File: config.mk
export PLATFORM = sky130hd
export DESIGN_NAME = reference_ramp_generator_core_flat
export DESIGN_NICKNAME = d
export VERILOG_FILES = /design/src/hw/rtl/rrg_pkg.sv /design/src/hw/rtl/rrg_if.sv /design/src/hw/rtl/rrg_cfg_regs.sv /design/src/hw/rtl/rrg_serial_div.sv /design/src/hw/rtl/reference_ramp_generator_core.sv /design/src/flat_wrapper.sv
export SDC_FILE = /design/constraint.sdc
export NUM_CORES = 2
export LEC_CHECK = 0
export BUFFER_PORTS_ARGS = -buffer_cell sky130_fd_sc_hd__buf_2
export CAP_MARGIN = 20
export CORE_UTILIZATION = 45
export CTS_CLUSTER_SIZE = 8
export DETAILED_ROUTE_END_ITERATION = 10
export SYNTH_ARGS = -nofsm -noshare
export SYNTH_HDL_FRONTEND = slang
export SYNTH_HIERARCHICAL = 1
export SYNTH_SLANG_ARGS = --single-unit
export TNS_END_PERCENT = 30
File: constraint.sdc
create_clock -name clk_i -period 10.3 [get_ports clk_i]
set_input_delay 0.515 -clock clk_i [delete_from_list [all_inputs] [get_ports clk_i]]
set_output_delay 0.515 -clock clk_i [all_outputs]
set_load 0.05 [all_outputs]
File: src/hw/rtl/rrg_pkg.sv
// Package for the reference ramp generator: widths, request and register codes,
// configuration and divider handshake types. No dependencies.
package rrg_pkg;

  localparam int unsigned DivW    = 32;   // dividend and quotient width
  localparam int unsigned StepW   = 23;   // divisor and step count width
  localparam int unsigned CfgIdxW = 3;
  localparam int unsigned CfgW    = 16;
  localparam int unsigned FracW   = 16;   // Q16.16 fraction bits
  localparam int unsigned MsPerS  = 1000;

  typedef enum logic [1:0] {
    REQ_START = 2'd0,
    REQ_TICK  = 2'd1,
    REQ_STOP  = 2'd2
  } req_type_e;

  typedef enum logic [CfgIdxW-1:0] {
    CFG_MODE           = 3'd0,
    CFG_MAX_POS_TORQUE = 3'd1,
    CFG_MIN_NEG_TORQUE = 3'd2,
    CFG_MAX_POS_SPEED  = 3'd3,
    CFG_MIN_NEG_SPEED  = 3'd4,
    CFG_MIN_POS_SPEED  = 3'd5,
    CFG_MAX_NEG_SPEED  = 3'd6,
    CFG_LOOP_FREQ_HZ   = 3'd7
  } cfg_idx_e;

  typedef struct packed {
    logic               mode;
    logic        [14:0] max_pos_torque;
    logic signed [15:0] min_neg_torque;
    logic signed [15:0] max_pos_speed;
    logic signed [15:0] min_neg_speed;
    logic signed [15:0] min_pos_speed;
    logic signed [15:0] max_neg_speed;
    logic        [15:0] loop_freq_hz;
  } cfg_t;

  typedef struct packed {
    logic             start;
    logic [DivW-1:0]  dividend;
    logic [StepW-1:0] divisor;
  } div_req_t;

  typedef struct packed {
    logic            done;
    logic [DivW-1:0] quotient;
  } div_rsp_t;

endpackage

File: src/hw/rtl/rrg_if.sv
// Channel interfaces of the reference ramp generator: request, response, config write.
// Depends on rrg_pkg for field widths.
interface rrg_req_if;
  logic                valid;
  logic                ready;
  logic [1:0]          req_type;
  logic signed [15:0]  target;
  logic [15:0]         duration_ms;
  logic signed [15:0]  measured_speed;

  modport source (output valid, req_type, target, duration_ms, measured_speed, input ready);
  modport sink   (input valid, req_type, target, duration_ms, measured_speed, output ready);
endinterface

interface rrg_rsp_if;
  logic                valid;
  logic                ready;
  logic                accepted;
  logic signed [31:0]  reference_q16;
  logic                ramp_done;

  modport source (output valid, accepted, reference_q16, ramp_done, input ready);
  modport sink   (input valid, accepted, reference_q16, ramp_done, output ready);
endinterface

interface rrg_cfg_if;
  logic                         valid;
  logic                         ready;
  logic [rrg_pkg::CfgIdxW-1:0]  index;
  logic [rrg_pkg::CfgW-1:0]     data;

  modport source (output valid, index, data, input ready);
  modport sink   (input valid, index, data, output ready);
endinterface

File: src/hw/rtl/rrg_cfg_regs.sv
// Configuration register file of the reference ramp generator.
// Depends on rrg_pkg and rrg_cfg_if.
module rrg_cfg_regs (
  input  logic          clk_i,
  input  logic          rst_ni,
  rrg_cfg_if.sink       cfg_i,
  output rrg_pkg::cfg_t cfg_o
);
  import rrg_pkg::*;

  cfg_t cfg_q;

  assign cfg_i.ready = 1'b1;
  assign cfg_o       = cfg_q;

  always_ff @(posedge clk_i or negedge rst_ni) begin
    if (!rst_ni) begin
      cfg_q.mode           <= 1'b1;
      cfg_q.max_pos_torque <= 15'd32767;
      cfg_q.min_neg_torque <= -16'sd32767;
      cfg_q.max_pos_speed  <= 16'sd32767;
      cfg_q.min_neg_speed  <= 16'sh8000;
      cfg_q.min_pos_speed  <= '0;
      cfg_q.max_neg_speed  <= '0;
      cfg_q.loop_freq_hz   <= 16'd1000;
    end else if (cfg_i.valid) begin
      case (cfg_idx_e'(cfg_i.index))
        CFG_MODE:           cfg_q.mode           <= cfg_i.data[0];
        CFG_MAX_POS_TORQUE: cfg_q.max_pos_torque <= cfg_i.data[14:0];
        CFG_MIN_NEG_TORQUE: cfg_q.min_neg_torque <= cfg_i.data;
        CFG_MAX_POS_SPEED:  cfg_q.max_pos_speed  <= cfg_i.data;
        CFG_MIN_NEG_SPEED:  cfg_q.min_neg_speed  <= cfg_i.data;
        CFG_MIN_POS_SPEED:  cfg_q.min_pos_speed  <= cfg_i.data;
        CFG_MAX_NEG_SPEED:  cfg_q.max_neg_speed  <= cfg_i.data;
        CFG_LOOP_FREQ_HZ:   cfg_q.loop_freq_hz   <= cfg_i.data;
        default: ;
      endcase
    end
  end

endmodule

File: src/hw/rtl/rrg_serial_div.sv
// Bit-serial restoring divider, unsigned, one quotient bit per cycle.
// Depends on rrg_pkg. Divisor must be nonzero.
module rrg_serial_div (
  input  logic              clk_i,
  input  logic              rst_ni,
  input  rrg_pkg::div_req_t req_i,
  output rrg_pkg::div_rsp_t rsp_o
);
  import rrg_pkg::*;

  localparam int unsigned CntW = $clog2(DivW);

  logic             busy_q, done_q;
  logic [CntW-1:0]  cnt_q;
  logic [DivW-1:0]  quo_q;
  logic [StepW-1:0] rem_q, dvs_q;
  logic [StepW:0]   shifted, trial;

  assign shifted = {rem_q, quo_q[DivW-1]};
  assign trial   = shifted - {1'b0, dvs_q};

  always_ff @(posedge clk_i or negedge rst_ni) begin
    if (!rst_ni) begin
      busy_q <= 1'b0;
      done_q <= 1'b0;
      cnt_q  <= '0;
    end else begin
      done_q <= 1'b0;
      if (req_i.start) begin
        busy_q <= 1'b1;
        cnt_q  <= '0;
      end else if (busy_q) begin
        cnt_q <= cnt_q + 1'b1;
        if (cnt_q == CntW'(DivW - 1)) begin
          busy_q <= 1'b0;
          done_q <= 1'b1;
        end
      end
    end
  end

  always_ff @(posedge clk_i) begin
    if (req_i.start) begin
      quo_q <= req_i.dividend;
      rem_q <= '0;
      dvs_q <= req_i.divisor;
    end else if (busy_q) begin
      if (!trial[StepW]) begin
        rem_q <= trial[StepW-1:0];
        quo_q <= {quo_q[DivW-2:0], 1'b1};
      end else begin
        rem_q <= shifted[StepW-1:0];
        quo_q <= {quo_q[DivW-2:0], 1'b0};
      end
    end
  end

  assign rsp_o.done     = done_q;
  assign rsp_o.quotient = quo_q;

endmodule

File: src/hw/rtl/reference_ramp_generator_core.sv
// Top level of the reference ramp generator: request sequencer, ramp state, response register.
// Depends on rrg_pkg, rrg_if, rrg_cfg_regs and rrg_serial_div.
//
// Ticks, stops, rejected and immediate starts pass from S_EVAL straight to
// S_DONE. A start with nonzero duration also passes S_DIVN and S_DIVQ: one shared
// bit-serial divider first turns duration_ms*loop_freq_hz into a step count
// (division by 1000, plus one) and then divides the Q16.16 distance by that
// count. One request is in work at a time; a new request is taken while the
// previous response still waits in the output register.
module reference_ramp_generator_core (
  input  logic    clk_i,
  input  logic    rst_ni,
  rrg_req_if.sink   req_i,
  rrg_rsp_if.source rsp_o,
  rrg_cfg_if.sink   cfg_i
);
  import rrg_pkg::*;

  typedef enum logic [2:0] {
    S_IDLE, S_EVAL, S_DIVN, S_DIVQ, S_DONE
  } state_e;

  state_e state_q;
  cfg_t   cfg;

  req_type_e          req_q;
  logic signed [15:0] target_q, meas_q;
  logic [15:0]        dur_q;
  logic               ok_q, neg_q;
  logic [StepW-1:0]   n_q;
  logic signed [31:0] step_new_q;

  logic signed [31:0] accum_q, step_q;
  logic signed [15:0] final_q;
  logic [StepW-1:0]   steps_q;

  logic               rsp_valid_q, rsp_acc_q, rsp_done_q;
  logic signed [31:0] rsp_ref_q;

  div_req_t div_req;
  div_rsp_t div_rsp;

  rrg_cfg_regs u_cfg (
    .clk_i  (clk_i),
    .rst_ni (rst_ni),
    .cfg_i  (cfg_i),
    .cfg_o  (cfg)
  );

  rrg_serial_div u_div (
    .clk_i  (clk_i),
    .rst_ni (rst_ni),
    .req_i  (div_req),
    .rsp_o  (div_rsp)
  );

  logic               win_ok, commit;
  logic signed [15:0] cur;
  logic signed [16:0] delta;
  logic [15:0]        mag;
  logic [31:0]        prod;

  always_comb begin
    if (!cfg.mode) begin
      win_ok = !(target_q > $signed({1'b0, cfg.max_pos_torque}) ||
                 target_q < cfg.min_neg_torque);
    end else begin
      win_ok = !(target_q > cfg.max_pos_speed || target_q < cfg.min_neg_speed ||
                 (target_q < cfg.min_pos_speed && target_q > cfg.max_neg_speed));
    end
  end

  // torque mode truncates toward zero, speed mode floors
  assign cur   = accum_q[31:16] +
                 16'((!cfg.mode && accum_q[31] && (accum_q[15:0] != '0)) ? 1 : 0);
  assign delta = 17'(target_q) - 17'(cur);
  assign mag   = delta[16] ? 16'(-delta) : delta[15:0];
  assign prod  = {16'b0, dur_q} * {16'b0, cfg.loop_freq_hz};

  always_comb begin
    div_req = '0;
    if (state_q == S_EVAL) begin
      div_req.start    = (req_q == REQ_START) && win_ok && (dur_q != '0);
      div_req.dividend = prod;
      div_req.divisor  = StepW'(MsPerS);
    end else if (state_q == S_DIVN) begin
      div_req.start    = div_rsp.done;
      div_req.dividend = {mag, {FracW{1'b0}}};
      div_req.divisor  = div_rsp.quotient[StepW-1:0] + 1'b1;
    end
  end

  assign commit = (state_q == S_DONE) && (!rsp_valid_q || rsp_o.ready);

  logic signed [31:0] accum_d, step_d, goal;
  logic signed [15:0] final_d;
  logic [StepW-1:0]   steps_d;
  logic               acc_d, snap;
  logic signed [32:0] sum;

  always_comb begin
    accum_d = accum_q;
    step_d  = step_q;
    final_d = final_q;
    steps_d = steps_q;
    acc_d   = 1'b1;
    snap    = 1'b0;
    goal    = {final_q, {FracW{1'b0}}};
    sum     = 33'(accum_q) + 33'(step_q);
    case (req_q)
      REQ_START: begin
        acc_d = ok_q;
        if (ok_q && (dur_q == '0)) begin
          accum_d = {target_q, {FracW{1'b0}}};
          steps_d = '0;
          step_d  = '0;
        end else if (ok_q) begin
          final_d = target_q;
          steps_d = n_q;
          step_d  = step_new_q;
        end
      end
      REQ_TICK: begin
        if (steps_q > StepW'(1)) begin
          if (step_q == '0) begin
            snap = 1'b1;
          end else if (!step_q[31]) begin
            snap = (accum_q >= goal) || (meas_q >= final_q);
          end else begin
            snap = (accum_q <= goal) || (meas_q <= final_q);
          end
          if (!snap) begin
            if (sum[32] != sum[31]) begin
              accum_d = sum[32] ? 32'sh8000_0000 : 32'sh7fff_ffff;
            end else begin
              accum_d = sum[31:0];
            end
            steps_d = steps_q - 1'b1;
          end
        end else if (steps_q == StepW'(1)) begin
          snap = 1'b1;
        end
        if (snap) begin
          accum_d = goal;
          steps_d = '0;
        end
      end
      REQ_STOP: begin
        steps_d = '0;
        step_d  = '0;
      end
      default: ;
    endcase
  end

  assign req_i.ready         = (state_q == S_IDLE);
  assign rsp_o.valid         = rsp_valid_q;
  assign rsp_o.accepted      = rsp_acc_q;
  assign rsp_o.reference_q16 = rsp_ref_q;
  assign rsp_o.ramp_done     = rsp_done_q;

  always_ff @(posedge clk_i or negedge rst_ni) begin
    if (!rst_ni) begin
      state_q     <= S_IDLE;
      rsp_valid_q <= 1'b0;
      rsp_acc_q   <= 1'b0;
      rsp_ref_q   <= '0;
      rsp_done_q  <= 1'b0;
      accum_q     <= '0;
      step_q      <= '0;
      final_q     <= '0;
      steps_q     <= '0;
    end else begin
      if (commit) begin
        rsp_valid_q <= 1'b1;
      end else if (rsp_valid_q && rsp_o.ready) begin
        rsp_valid_q <= 1'b0;
      end
      case (state_q)
        S_IDLE: begin
          if (req_i.valid) begin
            state_q <= S_EVAL;
          end
        end
        S_EVAL: begin
          state_q <= div_req.start ? S_DIVN : S_DONE;
        end
        S_DIVN: begin
          if (div_rsp.done) begin
            state_q <= S_DIVQ;
          end
        end
        S_DIVQ: begin
          if (div_rsp.done) begin
            state_q <= S_DONE;
          end
        end
        S_DONE: begin
          if (commit) begin
            accum_q    <= accum_d;
            step_q     <= step_d;
            final_q    <= final_d;
            steps_q    <= steps_d;
            rsp_acc_q  <= acc_d;
            rsp_ref_q  <= accum_d;
            rsp_done_q <= (steps_d == '0);
            state_q    <= S_IDLE;
          end
        end
        default: state_q <= S_IDLE;
      endcase
    end
  end

  always_ff @(posedge clk_i) begin
    if (req_i.valid && req_i.ready) begin
      req_q    <= req_type_e'(req_i.req_type);
      target_q <= req_i.target;
      dur_q    <= req_i.duration_ms;
      meas_q   <= req_i.measured_speed;
    end
    if (state_q == S_EVAL) begin
      ok_q <= win_ok;
    end
    if (state_q == S_DIVN && div_rsp.done) begin
      n_q   <= div_req.divisor;
      neg_q <= delta[16];
    end
    if (state_q == S_DIVQ && div_rsp.done) begin
      if (!neg_q) begin
        step_new_q <= div_rsp.quotient[31] ? 32'sh7fff_ffff : div_rsp.quotient;
      end else if (div_rsp.quotient > 32'h8000_0000) begin
        step_new_q <= 32'sh8000_0000;
      end else begin
        step_new_q <= -div_rsp.quotient;
      end
    end
  end

  a_div_start_state: assert property (@(posedge clk_i) disable iff (!rst_ni)
    div_req.start |-> (state_q == S_EVAL || state_q == S_DIVN))
    else $error("divider started outside a start request");

  a_div_done_state: assert property (@(posedge clk_i) disable iff (!rst_ni)
    div_rsp.done |-> (state_q == S_DIVN || state_q == S_DIVQ))
    else $error("divider result with no division pending");

  a_stop_done: assert property (@(posedge clk_i) disable iff (!rst_ni)
    (commit && req_q == REQ_STOP) |=> (rsp_valid_q && rsp_done_q && steps_q == '0))
    else $error("stop did not clear the ramp");

  a_reject_hold: assert property (@(posedge clk_i) disable iff (!rst_ni)
    (commit && req_q == REQ_START && !ok_q) |=> ($stable(accum_q) && $stable(steps_q)))
    else $error("rejected start changed the ramp state");

endmodule

File: src/flat_wrapper.sv
// flat-port wrapper written by rule: the top's interface ports become plain ports
module reference_ramp_generator_core_flat import rrg_pkg::*;
  (clk_i, rst_ni, req_i_valid, req_i_req_type, req_i_target, req_i_duration_ms, req_i_measured_speed, req_i_ready, rsp_o_valid, rsp_o_accepted, rsp_o_reference_q16, rsp_o_ramp_done, rsp_o_ready, cfg_i_valid, cfg_i_index, cfg_i_data, cfg_i_ready);
  rrg_req_if req_i_i ();
  rrg_rsp_if rsp_o_i ();
  rrg_cfg_if cfg_i_i ();
  input  logic clk_i;
  input  logic rst_ni;
  input wire logic [$bits(req_i_i.valid)-1:0] req_i_valid;
  input wire logic [$bits(req_i_i.req_type)-1:0] req_i_req_type;
  input wire logic [$bits(req_i_i.target)-1:0] req_i_target;
  input wire logic [$bits(req_i_i.duration_ms)-1:0] req_i_duration_ms;
  input wire logic [$bits(req_i_i.measured_speed)-1:0] req_i_measured_speed;
  output wire logic [$bits(req_i_i.ready)-1:0] req_i_ready;
  output wire logic [$bits(rsp_o_i.valid)-1:0] rsp_o_valid;
  output wire logic [$bits(rsp_o_i.accepted)-1:0] rsp_o_accepted;
  output wire logic [$bits(rsp_o_i.reference_q16)-1:0] rsp_o_reference_q16;
  output wire logic [$bits(rsp_o_i.ramp_done)-1:0] rsp_o_ramp_done;
  input wire logic [$bits(rsp_o_i.ready)-1:0] rsp_o_ready;
  input wire logic [$bits(cfg_i_i.valid)-1:0] cfg_i_valid;
  input wire logic [$bits(cfg_i_i.index)-1:0] cfg_i_index;
  input wire logic [$bits(cfg_i_i.data)-1:0] cfg_i_data;
  output wire logic [$bits(cfg_i_i.ready)-1:0] cfg_i_ready;
  assign req_i_i.valid = req_i_valid;
  assign req_i_i.req_type = req_i_req_type;
  assign req_i_i.target = req_i_target;
  assign req_i_i.duration_ms = req_i_duration_ms;
  assign req_i_i.measured_speed = req_i_measured_speed;
  assign req_i_ready = req_i_i.ready;
  assign rsp_o_valid = rsp_o_i.valid;
  assign rsp_o_accepted = rsp_o_i.accepted;
  assign rsp_o_reference_q16 = rsp_o_i.reference_q16;
  assign rsp_o_ramp_done = rsp_o_i.ramp_done;
  assign rsp_o_i.ready = rsp_o_ready;
  assign cfg_i_i.valid = cfg_i_valid;
  assign cfg_i_i.index = cfg_i_index;
  assign cfg_i_i.data = cfg_i_data;
  assign cfg_i_ready = cfg_i_i.ready;
  reference_ramp_generator_core u_core (.clk_i(clk_i), .rst_ni(rst_ni), .req_i(req_i_i), .rsp_o(rsp_o_i), .cfg_i(cfg_i_i));
endmodule
==> results.txt <==
----------------------------------------------------
[Layout]
  Count of nets after finishing ... 4154
  Most common cell after layout, fill and taps aside ... sky130_fd_sc_hd__inv_1
  Ratio of cells with drive above 1 in the final layout ... between 10% and 20%
  Synthesis-to-finish area growth ... 8.639%
  Commonest cells after routing, fill and taps aside ... 413 x sky130_fd_sc_hd__inv_1, 342 x sky130_fd_sc_hd__nand2_1, 308 x sky130_fd_sc_hd__ha_1

[Detailed routing]
  Routed metal-1 wirelength ... 43650 um
  Uppermost layer routed ... met4
  Met2 wire len ... 42380 um
  Via density ... 5.692
  Count of routing violations after the opening detailed-route iteration ... 1927
  Routed Wire Length ... a little over 90000 um
  Average detailed-routed wire length per instance ... 20.36 um
  Number of iterations in the first detailed-routing pass ... 6
  Antenna Violating Nets Remaining ... 0
  Routed wl met3 ... 4923 um
  Number of vias after detailed routing ... 26132
  Number of design rule violations left after detail routing ... 0

[Timing]
  Worst rel slew slack ... 26.97%
  Setup tns final ... 0 ns
  Pin slew with the least headroom to its limit ... roughly 1.1 ns
  Minimum period implied by the final worst setup slack ... 7.750 ns
  Post-route clock skew ... roughly 0.026 ns
  Number of failing setup endpoints in the final timing report ... 0
  Setup repair after global routing missed its margin ... false
  Fmax ... 129.0 MHz
  Final Max Slew Viols ... 0
  Number of failing hold endpoints at the final stage ... 0
  Fin crit share ... between 70% and 80%

[Critical path]
  Critical Path Fanout Max ... 17
  Worst endpoint required time ... 10.67 ns
  CP startpoint ... u_core/dur_q[5]$_DFFE_PP_
  Startpoint-to-endpoint class of the critical path ... flip-flop to flip-flop
  Reg-to-reg critical path endpoint ... u_core/u_div/quo_q[25]$_DFFE_PP_
  RR Startpoint ... u_core/dur_q[5]$_DFFE_PP_
  Signal arrival time at the worst endpoint ... a little over 8 ns
  Worst reg-to-reg path cell count ... 25
  Setup crit start kind ... flip-flop
  Slack of the worst reg-to-reg path ... 2.55 ns
  Critical path destination ... u_core/u_div/quo_q[25]$_DFFE_PP_
  Endpoint type of the worst setup path ... flip-flop

[Die]
  Total core area ... 74820 um2
  Effective utilization at floorplan ... 45.76%
  Chip Height ... 277.8 um
  Chip Width ... around 280 um
  Standard-cell row count ... 100
  Num ports ... 111
  DIE AREA ... 77200 um2

[Global routing]
  Wire length of the first global-routing pass ... between 100000 and 150000 um
  Via count of the first global-routing pass ... 25599
  Final global-route overflow total ... 0
  Number of antenna violations at the first check in global routing ... 2
  Maximum number of pins on one net before global-route repair ... between 100 and 150
  Overall track demand over capacity in global routing ... 24.54%

[Placement]
  Count of buffers from port buffering ... 109
  Routability-driven placement congestion ratio ... 0.9178
  Sum of net half-perimeters after detailed placement ... 68880 um

[Yosys]
  Number of distinct standard cells referenced by the synthesized netlist ... 101
  Sequential area share after synthesis ... 32.36%
  Ys flop type ... sky130_fd_sc_hd__dfrtp_1
  Async set or reset register ratio after synthesis ... 55.21%
  Register bit count reported by yosys ... 413
  Number of warnings printed during yosys synthesis ... 6
  Number of flops mapped to enable cells by yosys ... 162
  Number of standard cells after synthesis ... 3534
  Average size of a mapped cell ... 9.688 um2
  Post-synthesis instance area ... between 30000 and 40000 um2
  Synthesized Nets ... between 4000 and 5000

[Clock network]
  Clock root buffer master ... sky130_fd_sc_hd__clkbuf_16
  CTS tree ... done
  Resized Gates After CTS ... 0
  Clk buf depth ... 3
  Clock edge transition at the registers on the reported setup and hold paths ... 0.06 ns
  Post-CTS setup buffers ... 0
  Sink count of the clock tree ... 413
  CTS Buf Count ... 58
  # hold bufs at CTS ... 0
  H-tree level count ... 2
  Clock insertion delay at the later pin of the skew report ... 0.63 ns

[Outcome]
  Run status ... complete, no violations

[Hold path]
  Hold Crit Class ... input pin to async pin

[Flow run]
  Count of maximum capacitance violations ... 0

----------------------------------------------------
critical path, cell delays in order (launching register included):
cell and delay, ns:
sky130_fd_sc_hd__edfxtp_1 0.67, sky130_fd_sc_hd__and2_1 0.28, sky130_fd_sc_hd__fa_1 0.53, sky130_fd_sc_hd__inv_1 0.05, sky130_fd_sc_hd__fa_1 0.56, sky130_fd_sc_hd__fa_1 0.44, sky130_fd_sc_hd__fa_1 0.49, sky130_fd_sc_hd__inv_1 0.05
sky130_fd_sc_hd__fa_1 0.53, sky130_fd_sc_hd__inv_1 0.06, sky130_fd_sc_hd__fa_1 0.52, sky130_fd_sc_hd__inv_1 0.04, sky130_fd_sc_hd__ha_1 0.34, sky130_fd_sc_hd__a21o_1 0.20, sky130_fd_sc_hd__a21o_1 0.16, sky130_fd_sc_hd__a21o_1 0.20
sky130_fd_sc_hd__a2111oi_0 0.38, sky130_fd_sc_hd__or3_1 0.24, sky130_fd_sc_hd__a21oi_1 0.08, sky130_fd_sc_hd__o21a_1 0.19, sky130_fd_sc_hd__o41ai_1 0.51, sky130_fd_sc_hd__o2111ai_1 0.20, sky130_fd_sc_hd__a21oi_1 0.20, sky130_fd_sc_hd__xor2_1 0.19
sky130_fd_sc_hd__o22ai_1 0.11, sky130_fd_sc_hd__mux2_2 0.28
stage by stage:
step / std cells / area, um2 / hold slack, ns / setup WS, ns / util [%]
after floorplan: 3534 / 34240 / 0.2194 / 3.056 / -
after global routing: 4590 / 37190 / 0.04179 / 2.031 / 49.71
final: 4591 / 37200 / 0.02535 / 2.550 / 49.71
after CTS: 4588 / 37160 / 0.02786 / 2.588 / 49.66
after global placement: 4482 / 35470 / 0.4457 / 2.647 / 47.41
after detailed placement: 4482 / 35470 / 0.4529 / 2.579 / 47.41
worst min path at each step:
| stage | startpoint | endpoint | depth (start not counted) |
|---|---|---|---|
| 2_1_floorplan | rst_ni | u_core/accum_q[0]$_DFFE_PN0P_ | 0 |
| 3_3_place_gp | u_core/step_new_q[15]$_DFFE_PP_ | u_core/step_q[15]$_DFFE_PN0P_ | 1 |
| 3_5_place_dp | u_core/step_new_q[17]$_DFFE_PP_ | u_core/step_q[17]$_DFFE_PN0P_ | 1 |
| 4_1_cts | req_i_measured_speed[2] | u_core/meas_q[2]$_DFFE_PP_ | 1 |
| 5_1_grt | req_i_duration_ms[13] | u_core/dur_q[13]$_DFFE_PP_ | 1 |
| 6_report | rst_ni | u_core/state_q[0]$_DFFE_PN0P_ | 1 |
layer usage:
metal / global-route usage [%] / vias to the layer above
li1: - / 12406
met1: 35.26 / 12886
met2: 38.97 / 715
met3: 2.628 / 125
met4: 7.140 / 0
met5: 0 / -
sequential cells by signal, summed over array words and instances (netlist names), 2 cells and up:
register,cells
u_core/u_cfg/cfg_o,112
u_core/accum_q,32
u_core/step_new_q,32
u_core/step_q,32
u_core/u_div/quo_q,32
u_core/n_q,23
u_core/steps_q,23
u_core/u_div/dvs_q,23
u_core/u_div/rem_q,23
u_core/dur_q,16
u_core/final_q,16
u_core/meas_q,16
u_core/target_q,16
u_core/u_div/cnt_q,5
u_core/state_q,3
u_core/req_q,2
logic make-up (layout without fill, tap and decap cells):
kind of cell	after synthesis	count (layout)	share of synthesized area (%)
xor gates and xnor gates	131	131	3.351
adders and majority gates	514	514	23.04
muxes	156	156	5.441
AOI/OAI and AO/OA	710	710	13.78
buffers and inverters	565	652	6.687
and+or+nand+nor	1044	1044	15.33
other	1	2	0.01095
DFF	413	413	32.36
final cells by class:
class | count | area [um2]
antenna | 1 | 2.502
tap | 969 | 1212
multi-input combinational | 2556 | 20910
inverter | 414 | 1554
clock inverter | 4 | 62.56
timing repair buffer | 132 | 748.2
sequential | 413 | 11080
fill | 7036 | 37620
clock buffer | 102 | 1627
Yosys cell counts, types with 11 or more instances:
cell type	number	area, um2
sky130_fd_sc_hd__inv_1	413	1550
sky130_fd_sc_hd__nand2_1	342	1284
sky130_fd_sc_hd__ha_1	308	3854
sky130_fd_sc_hd__fa_1	197	3944
sky130_fd_sc_hd__nor2_1	191	716.9
sky130_fd_sc_hd__dfrtp_1	188	4705
sky130_fd_sc_hd__o21ai_0	186	930.9
sky130_fd_sc_hd__edfxtp_1	162	4865
sky130_fd_sc_hd__a21oi_1	149	745.7
sky130_fd_sc_hd__and2_1	128	800.8
sky130_fd_sc_hd__mux2_2	121	1363
sky130_fd_sc_hd__clkbuf_1	112	420.4
sky130_fd_sc_hd__nand3_1	69	345.3
sky130_fd_sc_hd__xor2_1	69	604.3
sky130_fd_sc_hd__nor3_1	65	325.3
sky130_fd_sc_hd__a21o_1	62	465.5
sky130_fd_sc_hd__xnor2_1	62	543.0
sky130_fd_sc_hd__and3_1	41	256.5
sky130_fd_sc_hd__dfstp_2	40	1051
sky130_fd_sc_hd__nand4_1	38	237.7
sky130_fd_sc_hd__a22o_1	35	306.5
sky130_fd_sc_hd__nor4_1	32	200.2
sky130_fd_sc_hd__o21a_1	31	232.7
sky130_fd_sc_hd__mux2_4	30	450.4
sky130_fd_sc_hd__nand2b_1	26	162.7
sky130_fd_sc_hd__nor2b_1	26	162.7
sky130_fd_sc_hd__a31oi_1	25	156.4
sky130_fd_sc_hd__dfxtp_1	23	460.4
sky130_fd_sc_hd__or3_1	23	143.9
sky130_fd_sc_hd__o22ai_1	21	131.4
sky130_fd_sc_hd__a211oi_1	17	127.6
sky130_fd_sc_hd__o21bai_1	17	127.6
sky130_fd_sc_hd__o311ai_1	16	140.1
sky130_fd_sc_hd__o211ai_1	15	112.6
sky130_fd_sc_hd__a311oi_1	13	113.9
sky130_fd_sc_hd__a221oi_1	12	105.1
sky130_fd_sc_hd__o31ai_1	12	90.09
sky130_fd_sc_hd__nor3b_1	11	82.58
Power is left out: the tool's default activity adds up to more than one toggle a clock period on the data nets, which glitch-free logic cannot reach.
